===== src/hdl/tdq_pkg.sv =====
// ----------------------------------------------------------------------------
// tdq_pkg
// Shared constants for the timed dispatch queue: default sizes, opcodes and
// result kinds.
// ----------------------------------------------------------------------------
`default_nettype none

package tdq_pkg;

  localparam int unsigned DEF_QUEUE_DEPTH = 16;
  localparam int unsigned DEF_TIME_BITS   = 32;

  localparam int unsigned OP_W   = 2;
  localparam int unsigned KIND_W = 3;
  localparam int unsigned JOB_W  = 8;
  localparam int unsigned IO_TIME_W = 32;
  localparam int unsigned OCC_W  = 5;

  // opcodes
  localparam logic [OP_W-1:0] OP_SUBMIT = 2'd0;
  localparam logic [OP_W-1:0] OP_TICK   = 2'd1;
  localparam logic [OP_W-1:0] OP_REMOVE = 2'd2;

  // result kinds
  localparam logic [KIND_W-1:0] K_ACCEPTED   = 3'd0;
  localparam logic [KIND_W-1:0] K_DISPATCHED = 3'd1;
  localparam logic [KIND_W-1:0] K_REMOVED    = 3'd2;
  localparam logic [KIND_W-1:0] K_NOTHING    = 3'd3;
  localparam logic [KIND_W-1:0] K_FULL       = 3'd4;
  localparam logic [KIND_W-1:0] K_EMPTY      = 3'd5;

endpackage

`default_nettype wire


===== src/hdl/timed_dispatch_queue_unit.sv =====
// ----------------------------------------------------------------------------
// timed_dispatch_queue_unit
// Job queue kept sorted by due time (submit time + delay, saturating). Ticks
// dispatch every due head job, remove drops the head.
// ----------------------------------------------------------------------------
//
//  channel | ports                                   | dir | transaction
//  --------+-----------------------------------------+-----+---------------------
//  in      | in_valid/in_ready, op, now, delay, id   | in  | one command
//  out     | out_valid/out_ready, kind, job, due,    | out | one result; a tick
//          | occupancy, last                         |     | may give several
//
// Steps per command (ring buffer in one RAM, registered read):
//   submit reads and compares entries from the tail down (the later ones, each
//   shifted up one slot, plus the one it lands behind); tick examines each head
//   in turn; remove reads the head; full submit or empty remove skips the RAM.
// Reset: rst_n (sync) empties the queue; RAM contents are not cleared.
// Stalls: one command at a time; out_ready low holds the output register and dispatch.
// ----------------------------------------------------------------------------
`default_nettype none

module timed_dispatch_queue_unit #(
  parameter int unsigned QUEUE_DEPTH = tdq_pkg::DEF_QUEUE_DEPTH,
  parameter int unsigned TIME_BITS   = tdq_pkg::DEF_TIME_BITS
) (
  input  wire logic                          clk,
  input  wire logic                          rst_n,
  // command channel
  input  wire logic                          in_valid,
  output logic                               in_ready,
  input  wire logic [tdq_pkg::OP_W-1:0]      in_op,
  input  wire logic [tdq_pkg::IO_TIME_W-1:0] in_now,
  input  wire logic [tdq_pkg::IO_TIME_W-1:0] in_delay,
  input  wire logic [tdq_pkg::JOB_W-1:0]     in_job_id,
  // result channel
  output logic                               out_valid,
  input  wire logic                          out_ready,
  output logic      [tdq_pkg::KIND_W-1:0]    out_kind,
  output logic      [tdq_pkg::JOB_W-1:0]     out_job,
  output logic      [tdq_pkg::IO_TIME_W-1:0] out_due_time,
  output logic      [tdq_pkg::OCC_W-1:0]     out_occupancy,
  output logic                               out_last
);

  import tdq_pkg::*;

  localparam int unsigned IDX_W  = $clog2(QUEUE_DEPTH);
  localparam int unsigned CNT_W  = $clog2(QUEUE_DEPTH + 1);
  localparam int unsigned DATA_W = TIME_BITS + JOB_W;

  localparam logic [CNT_W-1:0] CNT_FULL = CNT_W'(QUEUE_DEPTH);
  localparam logic [IDX_W:0]   RING_SZ  = (IDX_W+1)'(QUEUE_DEPTH);
  localparam logic [IDX_W-1:0] IDX_LAST = IDX_W'(QUEUE_DEPTH - 1);

  typedef enum logic [8:0] {
    S_IDLE    = 9'b000000001,
    S_OUT     = 9'b000000010,
    S_INS_RD  = 9'b000000100,
    S_INS_CMP = 9'b000001000,
    S_INS_PUT = 9'b000010000,
    S_TK_RD   = 9'b000100000,
    S_TK_CMP  = 9'b001000000,
    S_RM_RD   = 9'b010000000,
    S_RM_CMP  = 9'b100000000
  } state_t;

  state_t             state_r, state_nxt;
  logic [IDX_W-1:0]   head_r, head_nxt;
  logic [CNT_W-1:0]   count_r, count_nxt;
  logic [IDX_W-1:0]   idx_r, idx_nxt;      // logical slot under compare
  logic [IDX_W-1:0]   put_r, put_nxt;      // logical slot for the new entry
  logic [TIME_BITS-1:0] tick_r, tick_nxt;
  logic               held_r, held_nxt;    // a dispatched job is pending

  // pending result
  logic [KIND_W-1:0]    res_kind_r, res_kind_nxt;
  logic [JOB_W-1:0]     res_job_r, res_job_nxt;
  logic [TIME_BITS-1:0] res_due_r, res_due_nxt;
  logic [CNT_W-1:0]     res_occ_r, res_occ_nxt;

  // output register
  logic                 out_valid_r, out_valid_nxt;
  logic [KIND_W-1:0]    out_kind_r, out_kind_nxt;
  logic [JOB_W-1:0]     out_job_r, out_job_nxt;
  logic [TIME_BITS-1:0] out_due_r, out_due_nxt;
  logic [CNT_W-1:0]     out_occ_r, out_occ_nxt;
  logic                 out_last_r, out_last_nxt;

  // RAM
  logic              wr_en;
  logic [IDX_W-1:0]  wr_addr, rd_addr;
  logic [DATA_W-1:0] wr_data, rd_data_r;
  logic [TIME_BITS-1:0] rd_due;
  logic [JOB_W-1:0]     rd_job;

  logic                 out_free;
  logic                 head_due;
  logic [TIME_BITS:0]   due_sum;
  logic [TIME_BITS-1:0] due_sat;
  logic [IDX_W-1:0]     head_inc;

  // logical slot -> RAM address (ring around head)
  function automatic logic [IDX_W-1:0] phys(input logic [IDX_W-1:0] hd,
                                            input logic [IDX_W-1:0] l);
    logic [IDX_W:0] s;
    s = {1'b0, hd} + {1'b0, l};
    if (s >= RING_SZ) begin
      s = s - RING_SZ;
    end
    return s[IDX_W-1:0];
  endfunction

  tdq_entry_ram #(
    .DEPTH  (QUEUE_DEPTH),
    .DATA_W (DATA_W)
  ) u_ram (
    .clk       (clk),
    .wr_en     (wr_en),
    .wr_addr   (wr_addr),
    .wr_data   (wr_data),
    .rd_addr   (rd_addr),
    .rd_data_r (rd_data_r)
  );

  assign rd_due = rd_data_r[DATA_W-1:JOB_W];
  assign rd_job = rd_data_r[JOB_W-1:0];

  // saturating due time
  assign due_sum = {1'b0, TIME_BITS'(in_now)} + {1'b0, TIME_BITS'(in_delay)};
  assign due_sat = due_sum[TIME_BITS] ? {TIME_BITS{1'b1}} : due_sum[TIME_BITS-1:0];

  assign out_free = !out_valid_r || out_ready;
  assign head_due = (count_r != '0) && (rd_due <= tick_r);
  assign head_inc = (head_r == IDX_LAST) ? '0 : head_r + 1'b1;

  assign in_ready = (state_r == S_IDLE);

  // RAM addressing
  always_comb begin
    rd_addr = head_r;
    wr_en   = 1'b0;
    wr_addr = phys(head_r, put_r);
    wr_data = {res_due_r, res_job_r};
    unique case (state_r)
      S_INS_RD: rd_addr = phys(head_r, idx_r);
      S_INS_CMP: begin
        // later entry moves up one slot
        if (rd_due > res_due_r) begin
          wr_en   = 1'b1;
          wr_addr = phys(head_r, idx_r + 1'b1);
          wr_data = rd_data_r;
        end
      end
      S_INS_PUT: wr_en = 1'b1;
      default: ;
    endcase
  end

  always_comb begin
    state_nxt    = state_r;
    head_nxt     = head_r;
    count_nxt    = count_r;
    idx_nxt      = idx_r;
    put_nxt      = put_r;
    tick_nxt     = tick_r;
    held_nxt     = held_r;
    res_kind_nxt = res_kind_r;
    res_job_nxt  = res_job_r;
    res_due_nxt  = res_due_r;
    res_occ_nxt  = res_occ_r;

    out_valid_nxt = out_valid_r && !out_ready;
    out_kind_nxt  = out_kind_r;
    out_job_nxt   = out_job_r;
    out_due_nxt   = out_due_r;
    out_occ_nxt   = out_occ_r;
    out_last_nxt  = out_last_r;

    unique case (state_r)
      S_IDLE: begin
        if (in_valid) begin
          unique case (in_op)
            OP_SUBMIT: begin
              res_job_nxt = in_job_id;
              res_due_nxt = due_sat;
              if (count_r == CNT_FULL) begin
                res_kind_nxt = K_FULL;
                res_occ_nxt  = count_r;
                state_nxt    = S_OUT;
              end else if (count_r == '0) begin
                res_kind_nxt = K_ACCEPTED;
                put_nxt      = '0;
                state_nxt    = S_INS_PUT;
              end else begin
                res_kind_nxt = K_ACCEPTED;
                idx_nxt      = IDX_W'(count_r - 1'b1);
                state_nxt    = S_INS_RD;
              end
            end
            OP_TICK: begin
              tick_nxt  = TIME_BITS'(in_now);
              held_nxt  = 1'b0;
              state_nxt = S_TK_RD;
            end
            OP_REMOVE: begin
              if (count_r == '0) begin
                res_kind_nxt = K_EMPTY;
                res_job_nxt  = '0;
                res_due_nxt  = '0;
                res_occ_nxt  = '0;
                state_nxt    = S_OUT;
              end else begin
                state_nxt = S_RM_RD;
              end
            end
            default: ;  // unused opcode: dropped, no result
          endcase
        end
      end

      S_OUT: begin
        if (out_free) begin
          out_valid_nxt = 1'b1;
          out_kind_nxt  = res_kind_r;
          out_job_nxt   = res_job_r;
          out_due_nxt   = res_due_r;
          out_occ_nxt   = res_occ_r;
          out_last_nxt  = 1'b1;
          state_nxt     = S_IDLE;
        end
      end

      // insertion: walk down from the tail, shifting later entries up;
      // equal due times stay ahead of the new entry
      S_INS_RD: state_nxt = S_INS_CMP;

      S_INS_CMP: begin
        if (rd_due > res_due_r) begin
          if (idx_r == '0) begin
            put_nxt   = '0;
            state_nxt = S_INS_PUT;
          end else begin
            idx_nxt   = idx_r - 1'b1;
            state_nxt = S_INS_RD;
          end
        end else begin
          put_nxt   = idx_r + 1'b1;
          state_nxt = S_INS_PUT;
        end
      end

      S_INS_PUT: begin
        count_nxt   = count_r + 1'b1;
        res_occ_nxt = count_r + 1'b1;
        state_nxt   = S_OUT;
      end

      // dispatch: hold each due job until the next head is checked, so
      // that last can be set on the final one
      S_TK_RD: state_nxt = S_TK_CMP;

      S_TK_CMP: begin
        if (!held_r) begin
          if (head_due) begin
            res_kind_nxt = K_DISPATCHED;
            res_job_nxt  = rd_job;
            res_due_nxt  = rd_due;
            res_occ_nxt  = count_r - 1'b1;
            head_nxt     = head_inc;
            count_nxt    = count_r - 1'b1;
            held_nxt     = 1'b1;
            state_nxt    = S_TK_RD;
          end else begin
            res_kind_nxt = K_NOTHING;
            res_job_nxt  = '0;
            res_due_nxt  = '0;
            res_occ_nxt  = count_r;
            state_nxt    = S_OUT;
          end
        end else if (out_free) begin
          out_valid_nxt = 1'b1;
          out_kind_nxt  = res_kind_r;
          out_job_nxt   = res_job_r;
          out_due_nxt   = res_due_r;
          out_occ_nxt   = res_occ_r;
          out_last_nxt  = !head_due;
          if (head_due) begin
            res_job_nxt = rd_job;
            res_due_nxt = rd_due;
            res_occ_nxt = count_r - 1'b1;
            head_nxt    = head_inc;
            count_nxt   = count_r - 1'b1;
            state_nxt   = S_TK_RD;
          end else begin
            held_nxt  = 1'b0;
            state_nxt = S_IDLE;
          end
        end
      end

      S_RM_RD: state_nxt = S_RM_CMP;

      S_RM_CMP: begin
        res_kind_nxt = K_REMOVED;
        res_job_nxt  = rd_job;
        res_due_nxt  = rd_due;
        res_occ_nxt  = count_r - 1'b1;
        head_nxt     = head_inc;
        count_nxt    = count_r - 1'b1;
        state_nxt    = S_OUT;
      end

      default: state_nxt = S_IDLE;
    endcase
  end

  // control state
  always_ff @(posedge clk) begin
    if (!rst_n) begin
      state_r     <= S_IDLE;
      head_r      <= '0;
      count_r     <= '0;
      held_r      <= 1'b0;
      out_valid_r <= 1'b0;
    end else begin
      state_r     <= state_nxt;
      head_r      <= head_nxt;
      count_r     <= count_nxt;
      held_r      <= held_nxt;
      out_valid_r <= out_valid_nxt;
    end
  end

  // payload
  always_ff @(posedge clk) begin
    idx_r      <= idx_nxt;
    put_r      <= put_nxt;
    tick_r     <= tick_nxt;
    res_kind_r <= res_kind_nxt;
    res_job_r  <= res_job_nxt;
    res_due_r  <= res_due_nxt;
    res_occ_r  <= res_occ_nxt;
    out_kind_r <= out_kind_nxt;
    out_job_r  <= out_job_nxt;
    out_due_r  <= out_due_nxt;
    out_occ_r  <= out_occ_nxt;
    out_last_r <= out_last_nxt;
  end

  assign out_valid     = out_valid_r;
  assign out_kind      = out_kind_r;
  assign out_job       = out_job_r;
  assign out_due_time  = IO_TIME_W'(out_due_r);
  assign out_occupancy = OCC_W'(out_occ_r);
  assign out_last      = out_last_r;

endmodule

`default_nettype wire


===== src/hdl/tdq_entry_ram.sv =====
// ----------------------------------------------------------------------------
// tdq_entry_ram
// Entry store: one write port, one read port, registered read data.
// ----------------------------------------------------------------------------
`default_nettype none

module tdq_entry_ram #(
  parameter int unsigned DEPTH  = 16,
  parameter int unsigned DATA_W = 40,
  localparam int unsigned ADDR_W = $clog2(DEPTH)
) (
  input  wire logic              clk,
  input  wire logic              wr_en,
  input  wire logic [ADDR_W-1:0] wr_addr,
  input  wire logic [DATA_W-1:0] wr_data,
  input  wire logic [ADDR_W-1:0] rd_addr,
  output logic      [DATA_W-1:0] rd_data_r
);

  logic [DATA_W-1:0] mem_r [DEPTH];

  always_ff @(posedge clk) begin
    if (wr_en) begin
      mem_r[wr_addr] <= wr_data;
    end
  end

  always_ff @(posedge clk) begin
    rd_data_r <= mem_r[rd_addr];
  end

endmodule

`default_nettype wire

===== config.mk =====
export PLATFORM = sky130hd
export DESIGN_NAME = timed_dispatch_queue_unit
export DESIGN_NICKNAME = d
export VERILOG_FILES = /design/src/hdl/tdq_pkg.sv /design/src/hdl/timed_dispatch_queue_unit.sv /design/src/hdl/tdq_entry_ram.sv
export SDC_FILE = /design/constraint.sdc
export NUM_CORES = 1
export LEC_CHECK = 0
export ABC_AREA = 1
export BUFFER_PORTS_ARGS = -buffer_cell sky130_fd_sc_hd__buf_2
export CAP_MARGIN = 5
export CORE_ASPECT_RATIO = 0.5
export CORE_UTILIZATION = 50
export DETAILED_ROUTE_END_ITERATION = 7
export HOLD_SLACK_MARGIN = 0.1
export PLACE_DENSITY = 0.66
export SYNTH_ARGS = -nofsm -noshare
export SYNTH_HDL_FRONTEND = slang
export SYNTH_HIERARCHICAL = 1
export SYNTH_SLANG_ARGS = --single-unit

===== constraint.sdc =====
create_clock -name clk -period 14.05 [get_ports clk]
set_input_delay 0.7025 -clock clk [delete_from_list [all_inputs] [get_ports clk]]
set_output_delay 0.7025 -clock clk [all_outputs]
set_load 0.005 [all_outputs]

==> impl_metrics.env <==
export IMPL_status="complete, no violations"
export IMPL_synth_distinct_cells=57
export IMPL_insertion_delay_ns=0.64
export IMPL_finalMaxSlewViolations=0
export IMPL_synth_warnings=6
export IMPL_cap_viol_max_count=0
export IMPL_syn2layout_area_growth_pct=10.8
export IMPL_die_w_um=399
export IMPL_cts_setup_buffers=0
export IMPL_postCtsResizedCells=0
export IMPL_hold_viol=0
export IMPL_clockRootBuffer="clkbuf_16"
export IMPL_num_rows=72
export IMPL_cp_data_required_time_ns=14.62
export IMPL_synth_edff_count=777
export IMPL_arrival_ns=5.67
export IMPL_design_area_mm2=0.0436
export IMPL_cts_hold_fix_buffers=0
export IMPL_layout_drive_gt1_share=0.0970
export IMPL_async_reset_ff_frac=0
export IMPL_synth_main_ff_cell="edfxtp_1"
export IMPL_drt_iter0_drc=3676
export IMPL_setup_violations=0
export IMPL_initial_utilization=0.507
export IMPL_critPathLaunchType="register"
export IMPL_fillers=6563
export IMPL_h_tree_depth=3
export IMPL_netlist_area_mm2=0.0394
export IMPL_dieArea_mm2=0.0799
export IMPL_syn_nets=4159
export IMPL_clock_sinks=837
export IMPL_yosys_top_cells_area="edfxtp_1, nand2_1, nand3_1"
export IMPL_io_buffers=128
export IMPL_antenna_found_initial=2
export IMPL_io_pins=129
export IMPL_syn_inst=3962
export IMPL_viasPerCell=5.46
export IMPL_ys_ff_latch=837
export IMPL_hpwl_um=70700
export IMPL_first_pass_iters=6
export IMPL_critical_path_class="register to register"
export IMPL_ys_top_cells_by_count="nand2_1, edfxtp_1, inv_1, nand3_1, ha_1"
export IMPL_ant_nets=0
export IMPL_synth_largest_area_cell="edfxtp_1"
export IMPL_slew_headroom=0.217
export IMPL_cts_max_path_buffers=3
export IMPL_yosys_area_top_type_share=0.593
export IMPL_vias=28200
export IMPL_tns_ns=0
export IMPL_coreArea_mm2=0.0776
export IMPL_grt_pass1_vias=27100
export IMPL_nNetsFinal=4269
export IMPL_path_max_fanout=83
export IMPL_grt_overflow=0
export IMPL_worst_pin_slew_ns=1.17
export IMPL_post_synth_top_count_cell="nand2_1"
export IMPL_power_leakage_nw=18.7
export IMPL_yosysSeqAreaShare=0.623
export IMPL_clk_pin_slew_worst_paths_ns=0.07
export IMPL_cts_tree="built"
export IMPL_rsz0062_at_grt="no"
export IMPL_powerDensity_mw_per_mm2=141
export IMPL_period_minus_slack_ns=5.10
export IMPL_grt_max_degree=175
export IMPL_fin_skew_ns=0.0203
export IMPL_vdd_drop_max_mv=0.0876
export IMPL_cts_inserted_buffers=76
export IMPL_hp_class="input pin to register"
export IMPL_placed_area_mm2=0.0410
export IMPL_syn_area_per_cell_um2=9.93
export IMPL_chipHeight_um=200
export IMPL_detail_route_wl_per_cell_um=21.2
export IMPL_fmaxAchievable_mhz=196
export IMPL_crit_path_end_kind="register"
export IMPL_gp_congestion=0.903
export IMPL_track_usage=0.276
export IMPL_drc=0
export IMPL_grt_pass1_wl_um=166000
export IMPL_drt_total_wl_um=110000
export IMPL_fin_crit_sh=0.363
[layout by cell type (no fill, tap or decap), types with 13 or more instances in the layout]
cell type	count
xor2_1	29
nand4_1	19
clkbuf_1	18
o21ai_0	94
nor2_4	21
clkbuf_16	79
inv_1	646
buf_4	58
o21ai_1	13
ha_1	115
buf_2	128
clkinv_2	15
o21ai_2	20
nand2_1	1164
dfxtp_1	60
nor2_1	79
nand3_1	542
a21oi_1	102
edfxtp_1	777
[final cells by class]
type,count,area (um^2),share of cell area
antenna,1,2.50,0.0000574
clock buffer,105,2150,0.0494
clock inverter,33,388,0.00890
inverter,663,2510,0.0576
multi-input combinational,2307,11600,0.266
sequential,837,24500,0.563
tap,1036,1300,0.0297
timing repair buffer,187,1100,0.0251
[stage by stage]
step | util | hold slack, ns | total power, mW | cells | setup slack [ns]
after floorplan | - | 0.400 | 3.63 | 3962 | 9.04
after global placement | 0.529 | 0.403 | 4.01 | 5030 | 9.23
after detailed placement | 0.529 | 0.405 | 4.02 | 5030 | 9.05
after CTS | 0.562 | 0.234 | 6.14 | 5168 | 9.06
after global routing | 0.562 | 0.247 | 6.33 | 5168 | 8.59
final | 0.562 | 0.266 | 6.13 | 5169 | 8.95
[worst max-delay path, cell delays in order (launching register included)]
cell	delay [ns]
dfxtp_1	0.32
nor2_2	0.20
nand2_2	0.13
nor2_4	0.17
nand4_1	0.43
o21ai_4	0.57
buf_4	0.80
buf_4	0.80
buf_4	0.85
nand2_1	0.11
nand2_1	0.11
nand2_1	0.05
nand3_1	0.10
nand3_1	0.13
nand2_1	0.15
[flip-flops by register name (all words and copies together) (netlist names), 3 cells and up]
name and cells:
u_ram/mem_r 640, u_ram/rd_data_r 40, out_due_time 32, res_due_r 32
tick_r 32, state_r 9, out_job 8, res_job_r 8
count_r 5, out_occupancy 5, res_occ_r 5, head_r 4
idx_r 4, put_r 4, out_kind 3, res_kind_r 3
[layer usage]
layer,global-route usage,up-vias,wire [um]
li1,-,13200,-
met1,0.426,13400,48500
met2,0.386,1493,44800
met3,0.0788,152,14400
met5,0,-,0
met4,0.0553,0,1870
[logic make-up (layout without fill, tap and decap cells)]
family          after synthesis  count (layout)  share of synthesized area
buf+inv                     818             988                     0.0872
compound gates              266             266                     0.0375
flops                       837             837                      0.623
other cells                   0               1                          0
xor+xnor                     38              38                    0.00846
fa+ha+maj                   119             119                     0.0386
simple gates               1884            1884                      0.205
[worst paths after layout]
kind                         endpoint  cells past startpoint           from  slack [ns]
hold reg to reg           out_kind[1]                      0  res_kind_r[1]        0.42
setup reg to reg  u_ram/rd_data_r[29]                     14     state_r[4]        8.95
setup / recovery  u_ram/rd_data_r[29]                     14     state_r[4]        8.95
hold / removal             tick_r[12]                      1     in_now[12]        0.27
[power breakdown]
group | switching (mW) | total, mW | internal, mW
Clock | 0.928 | 2.14 | 1.21
Combinational | 0.667 | 0.875 | 0.208
Sequential | 0.0544 | 3.12 | 3.07
Total | 1.65 | 6.13 | 4.48
(Power assumes the default switching activity.)
